File: config.mk
export PLATFORM = sky130hd
export DESIGN_NAME = coospmv_qmul
export DESIGN_NICKNAME = d
export VERILOG_FILES = /design/src/rtl/coospmv_pkg.sv /design/src/rtl/coospmv_qmul.sv
export SDC_FILE = /design/constraint.sdc
export NUM_CORES = 2
export LEC_CHECK = 0
export CAP_MARGIN = 15
export CORE_ASPECT_RATIO = 1.2
export CORE_MARGIN = 8
export CORE_UTILIZATION = 25
export DETAILED_ROUTE_END_ITERATION = 12
export DONT_BUFFER_PORTS = 1
export PLACE_DENSITY = 0.35
export REMOVE_ABC_BUFFERS = 1
export SETUP_SLACK_MARGIN = 0.1
export SYNTH_ARGS = -nofsm -noshare
export SYNTH_HDL_FRONTEND = slang
export SYNTH_SLANG_ARGS = --single-unit
File: constraint.sdc
create_clock -name clk -period 14.7 [get_ports clk]
set_input_delay 1.47 -clock clk [delete_from_list [all_inputs] [get_ports clk]]
set_output_delay 1.47 -clock clk [all_outputs]
set_load 0.03 [all_outputs]
File: src/rtl/coospmv_pkg.sv
package coospmv_pkg;

	// Fixed field widths
	localparam int VALUE_W    = 32;
	localparam int NUM_ROWS_W = 11;
	localparam int CFG_IDX_W  = 2;

	// Item operation codes
	typedef enum logic [1:0] {
		OP_LOAD_X = 2'd0,
		OP_LOAD_Y = 2'd1,
		OP_ENTRY  = 2'd2,
		OP_READ   = 2'd3
	} op_t;

	// Configuration register indexes
	localparam logic [CFG_IDX_W-1:0] CFG_NUM_ROWS  = 2'd0;
	localparam logic [CFG_IDX_W-1:0] CFG_ALPHA     = 2'd1;
	localparam logic [CFG_IDX_W-1:0] CFG_BETA      = 2'd2;
	localparam logic [CFG_IDX_W-1:0] CFG_TRANSPOSE = 2'd3;

	// Register reset values
	localparam logic [NUM_ROWS_W-1:0]    NUM_ROWS_RST = 11'd1024;
	localparam logic signed [VALUE_W-1:0] ALPHA_RST   = 32'sd65536;
	localparam logic signed [VALUE_W-1:0] BETA_RST    = 32'sd0;

	// Sequencer states
	typedef enum logic [1:0] {
		ST_IDLE,
		ST_STEP1,
		ST_STEP2
	} state_t;

endpackage

File: src/rtl/coospmv_qmul.sv
module coospmv_qmul (
	input  logic                                    clk,
	input  logic signed [coospmv_pkg::VALUE_W-1:0] a,
	input  logic signed [coospmv_pkg::VALUE_W-1:0] b,
	output logic signed [coospmv_pkg::VALUE_W-1:0] q
);

	import coospmv_pkg::*;

	localparam int PROD_W = 2 * VALUE_W;

	logic signed [PROD_W-1:0] prod_s1;
	logic signed [PROD_W-1:0] shifted;

	// Register the full product
	always_ff @(posedge clk) begin
		prod_s1 <= a * b;
	end

	// Drop 16 fraction bits (floor), then saturate to the value range
	always_comb begin
		shifted = prod_s1 >>> 16;
		if (shifted[PROD_W-1:VALUE_W-1] == '0 || shifted[PROD_W-1:VALUE_W-1] == '1) begin
			q = shifted[VALUE_W-1:0];
		end else if (shifted[PROD_W-1]) begin
			q = {1'b1, {(VALUE_W-1){1'b0}}};
		end else begin
			q = {1'b0, {(VALUE_W-1){1'b1}}};
		end
	end

endmodule
Word level (Yosys, flattened, before mapping) --
Index checks and enable logic that the tools add are counted.
Operators by class: multiplexer cells 2, multiply operators 1, reductions and logical operators 2, equal/unequal tests 1
Operator list (count):
- 32-bit by 32-bit multiplier with 64-bit output | 1
- 32-bit two-way mux | 2
- 33-bit == test (second input constant) | 1
- 33-bit logical NOT | 1
- 1-bit logical OR | 1
Storage, ports and cells: input bits 65, bits in registers 64, output and inout bits 32, logic and storage cells 7

Longest topological paths before layout --
word-level depth 3, gate-level depth with buffers 28, depth with buffers taken out 26

Worst setup path after synthesis --
No wires, ideal clock.
path kind input to register, from input port a[31] in the netlist's numbering, to register prod_s1[60], arrival 8579 ps, buffers on the path 1, stages on the path 24, library setup time 95 ps, slack 6025 ps, required time 14605 ps, path through clkbuf_1 -> nand2_1 -> inv_1 -> fa_1 -> inv_1 -> fa_1 -> inv_1 -> fa_1 -> fa_1 -> inv_1 -> fa_1 -> inv_1 -> fa_1 -> fa_1 -> fa_1 -> ha_1 -> a21o_1 -> a21o_1 -> a21o_1 -> a21o_1 -> a21oi_1 -> o22ai_1 -> or4bb_1 -> o311ai_1
On the way: longest elaborated chain between the ends 1
Ends and longest elaborated chain:
- from (decl) | RTL line coospmv_qmul.sv:3 | input logic signed [coospmv_pkg::VALUE_W-1:0] a,
- 32-bit by 32-bit multiplier with 64-bit output | RTL line coospmv_qmul.sv:17 | prod_s1 <= a * b;
- to (signal assigned) | RTL line coospmv_qmul.sv:17
- to (decl) | RTL line coospmv_qmul.sv:12 | logic signed [PROD_W-1:0] prod_s1;
No other way between the ends.

Worst setup path in the final report --
from input port b[31] in the netlist's numbering, to register prod_s1[60]
On the way: longest elaborated chain between the ends 1
Ends and longest elaborated chain:
- from (decl) | RTL line coospmv_qmul.sv:4 | input logic signed [coospmv_pkg::VALUE_W-1:0] b,
- 32-bit by 32-bit multiplier with 64-bit output | RTL line coospmv_qmul.sv:17
No other way between the ends.

==> metrics.sh <==
OUTCOME='completed'
YOSYS-MUX-AREA-FRACTION_PCT=0
MAX_CLOCK_FREQ_MHz=112.2
CTS.REPAIR_TIMING.SETUP_BUFFER_COUNT=0
FINAL_LAYOUT_SIZE_SUFFIX_GT1_SHARE_PCT=0.8115
PLACED_INSTANCE_AREA_SQ_UM=38670
WORST_SETUP_PATH_START_KIND='input pin'
SYNTHSIMPLEGATEAREAFRAC_PCT=15.61
SYNTH_ADDER_AREA_SHARE_PCT=64.52
NNETSFINAL=5022
LARGEST_REGISTER='prod_s1'
TRITONCTS_NUM_SINKS=48
HOLD_PATH_STARTPOINT='b[1]'
CORE.ROWCOUNT=154
GRT_FIRST_PASS_WIRELENGTH_UM=190800
INITIAL_CORE_UTIL_PCT=25.19
POSTSYNTH.TOPFLOPCELL='sky130_fd_sc_hd__dfxtp_1'
SYNTH-ASYNC-RESET-RATIO_PCT=0
CRITICALPATHCATEGORY='input pin to register'
CRITPATHARRIVALTIME_NS=9.13
PLACE.GP.CONGESTION=0.7810
POST_DRT_WL_PER_CELL_UM=22.37
POSTSYNTHAREAPERCELL_SQ_UM=9.498
GRT.TOTAL_USAGE_PCT=15.95
IOPINCOUNT=97
CRIT_REQUIRED_NS=14.92
PATH_CLK_SLEW_NS=0.10
MIN_PATH_CELLS=6
LARGEST_REGISTERS_IN_THE_FINAL_LAYOUT='prod_s1 x48'
POSTROUTEWIRELENGTH_UM=126400
DETAILEDROUTE.FIRSTPASSITERATIONCOUNT=5
FIRST_GLOBAL_VIAS=28861
VIA_PER_INST=4.359
TRITONCTS.NUM_BUFFERS=5
KIND_OF_PATH_BEHIND_THE_TIGHTEST_HOLD_CHECK='input pin to register'
LAYOUT.CELLS.MOST_COMMON='sky130_fd_sc_hd__fa_1'
WORSTMARGINPINSLEW_NS=1.010
FLOORPLAN.DIE_AREA_SQ_UM=160800
PARITY_GATE_SHARE_OF_THE_SYNTHESIZED_AREA_COUNTING_XOR_AND_XNOR_CELLS_PCT=1.466
SYN2LAYOUT_AREA_GROWTH_PCT=4.933
TIMING.CRITICAL_PATH.TO_TYPE='register'
DIE-HEIGHT_UM=437.6
FIN_CRIT_NS=8.914
SLEW-LIMIT-HEADROOM_PCT=32.22
DP.FINAL_HPWL_UM=100500
LAYOUT.FILLER_CELLS=15801
CTSROOTBUFFERMASTER='sky130_fd_sc_hd__clkbuf_16'
YOSYS_REGISTER_BITS=48
FLOORPLAN_CORE_AREA_SQ_UM=147000
SYNTH-WARNING-COUNT=0
GRT_SETUP_UNREPAIRED='false'
SYNTHCELLS=3899
POSTCTSRESIZEDCELLS=0
CTS-HTREE-LEVELS=2
LARGEST_REG_FLOPS=48
FINAL_UTIL_PCT=26.43
DRCVIOLATIONCOUNT=0
FINAL_CELL_MIX='sky130_fd_sc_hd__fa_1 (1081), sky130_fd_sc_hd__inv_1 (958), sky130_fd_sc_hd__nand2_1 (514)'
INITIALDRTVIOLATIONCOUNT=1130
DESIGN_AREA_SQ_UM=38860
YS_TYPES=67
DRTANTENNAVIOLNETS=0
SYNTH-SEQ-AREA-SHARE_PCT=2.595
ANTENNA_FOUND_INITIAL=13
FINAL_SETUP_FAILS=0
LARGEST_NET_DEGREE_AT_THE_START_OF_GLOBAL_ROUTING=33
GRT_REMAINING_OVERFLOW=0
HOLD_VIOLATION_COUNT_IN_THE_FINAL_REPORT=0
SYNTH_TOP_FAMILY_BY_AREA='adder cells'
CLOCK_PATH_BUFFERS=2
TOTALNEGATIVESETUPSLACK_NS=0
PORT_BUFFERS=0
VIA_TOTAL_AFTER_DETAILED_ROUTING=24629
MAXCAPVIOLCOUNT=0
CTS_HOLD_REPAIR.BUFFERS=0
TIMING.FINAL.MAX_SLEW_VIOLATIONS=0
CTS_TREE='done'
COMPOUND_CELL_AREA_SHARE_OF_THE_YOSYS_NETLIST_PCT=3.781
SYNTH_EDF_COUNT=0
HOLDPATHEND='prod_s1[16]'
SYNTHESIS.AREA_SQ_UM=37030
DIEWIDTH_UM=367.3
TIMING.FINAL.CRIT_SHARE_PCT=60.64
CP_MAX_FO=26
## layer usage
layer	vias to the layer above	wire, um	part of all wire (%)	GRT usage, %
met5	-	0	0	0
met4	0	3283	2.6	3.482
met3	115	3938	3.1	1.616
met2	399	70120	55	31.08
met1	13433	49070	39	18.68
li1	10682	-	-	-
## worst max-delay path by stage
stage	from	end	slack [ns]	cells past startpoint
CTS	b[5]	prod_s1[60]	5.73	23
detailed placement	b[5]	prod_s1[60]	5.44	23
global placement	b[5]	prod_s1[60]	5.43	23
finish	b[31]	prod_s1[60]	5.79	20
global route	b[5]	prod_s1[63]	5.33	23
floorplan	a[31]	prod_s1[60]	6.26	21
## area by class of cell
type                    count  area, sq um  share of cell area, %
clock buffers               6        138.9                 0.3574
clock inverters             2        38.79                0.09981
diodes                      3        7.507                0.01932
flip-flops and latches     48        960.9                  2.473
multi-input cells        2678        31640                  81.43
well taps                1950         2440                  6.279
repair buffers              4        30.03                0.07727
inverters                 959         3600                  9.263
## per-stage QoR
step | hold slack [ns] | worst slack (ns) | instances
final | 2.248 | 5.786 | 5650
after floorplan | 1.857 | 6.260 | 3685
after global placement | 1.984 | 5.427 | 5639
after CTS | 2.217 | 5.733 | 5647
after detailed placement | 1.982 | 5.439 | 5639
after global routing | 2.273 | 5.326 | 5648
## cells in the mapped netlist, types with 2 or more instances
cell	n	area, sq um
sky130_fd_sc_hd__buf_4	4	30.03
sky130_fd_sc_hd__nor2b_1	8	50.05
sky130_fd_sc_hd__a21oi_1	50	250.2
sky130_fd_sc_hd__xor2_1	23	201.4
sky130_fd_sc_hd__nand2b_1	11	68.82
sky130_fd_sc_hd__o21ai_0	24	120.1
sky130_fd_sc_hd__a21oi_2	2	17.52
sky130_fd_sc_hd__nand4_1	17	106.4
sky130_fd_sc_hd__fa_1	1081	21640
sky130_fd_sc_hd__clkbuf_1	201	754.5
sky130_fd_sc_hd__and2_1	511	3197
sky130_fd_sc_hd__nor4_1	4	25.02
sky130_fd_sc_hd__a221oi_1	5	43.79
sky130_fd_sc_hd__and3_1	7	43.79
sky130_fd_sc_hd__dfxtp_1	48	960.9
sky130_fd_sc_hd__o41ai_1	3	26.28
sky130_fd_sc_hd__o21ba_2	2	20.02
sky130_fd_sc_hd__o21a_1	6	45.04
sky130_fd_sc_hd__xnor2_1	39	341.6
sky130_fd_sc_hd__ha_1	180	2252
sky130_fd_sc_hd__inv_1	958	3596
sky130_fd_sc_hd__nand2_1	514	1929
sky130_fd_sc_hd__a21o_1	63	473.0
sky130_fd_sc_hd__buf_6	3	33.78
sky130_fd_sc_hd__a311oi_1	2	17.52
sky130_fd_sc_hd__a31oi_1	7	43.79
sky130_fd_sc_hd__o22ai_1	2	12.51
sky130_fd_sc_hd__or3_1	3	18.77
sky130_fd_sc_hd__o2111ai_1	3	26.28
sky130_fd_sc_hd__a211o_1	2	17.52
sky130_fd_sc_hd__o21bai_1	6	45.04
sky130_fd_sc_hd__clkbuf_2	2	10.01
sky130_fd_sc_hd__nand3_1	10	50.05
sky130_fd_sc_hd__nor2_1	50	187.7
sky130_fd_sc_hd__a31o_2	2	17.52
sky130_fd_sc_hd__a21o_2	2	17.52
sky130_fd_sc_hd__o21ai_1	3	15.01
sky130_fd_sc_hd__o31ai_1	4	30.03
sky130_fd_sc_hd__nor3_1	6	30.03
sky130_fd_sc_hd__a211oi_1	3	22.52
sky130_fd_sc_hd__buf_1	2	7.510
## worst max-delay path: stages
cell,delay (ns)
sky130_fd_sc_hd__clkinv_1,0.75
sky130_fd_sc_hd__nor2_1,0.38
sky130_fd_sc_hd__fa_1,0.48
sky130_fd_sc_hd__fa_1,0.51
sky130_fd_sc_hd__fa_1,0.42
sky130_fd_sc_hd__fa_1,0.46
sky130_fd_sc_hd__fa_1,0.51
sky130_fd_sc_hd__fa_1,0.43
sky130_fd_sc_hd__fa_1,0.51
sky130_fd_sc_hd__fa_1,0.41
sky130_fd_sc_hd__ha_1,0.43
sky130_fd_sc_hd__a21o_1,0.21
sky130_fd_sc_hd__a21o_1,0.19
sky130_fd_sc_hd__a2111oi_0,0.41
sky130_fd_sc_hd__o2bb2ai_1,0.18
sky130_fd_sc_hd__o41a_1,0.32
sky130_fd_sc_hd__a31o_2,0.26
sky130_fd_sc_hd__o22ai_1,0.19
sky130_fd_sc_hd__or4bb_1,0.51
sky130_fd_sc_hd__o311ai_1,0.08
## cells by family after synthesis
logic type                 after synthesis
AOI/OAI and AO/OA                      205
adders and majority gates             1261
and+or+nand+nor                       1150
buffers and inverters                 1173
xor gates and xnor gates                62
DFF                                     48
Power is left out: the tool's default activity adds up to more than one toggle a clock period on the data nets, which glitch-free logic cannot reach.
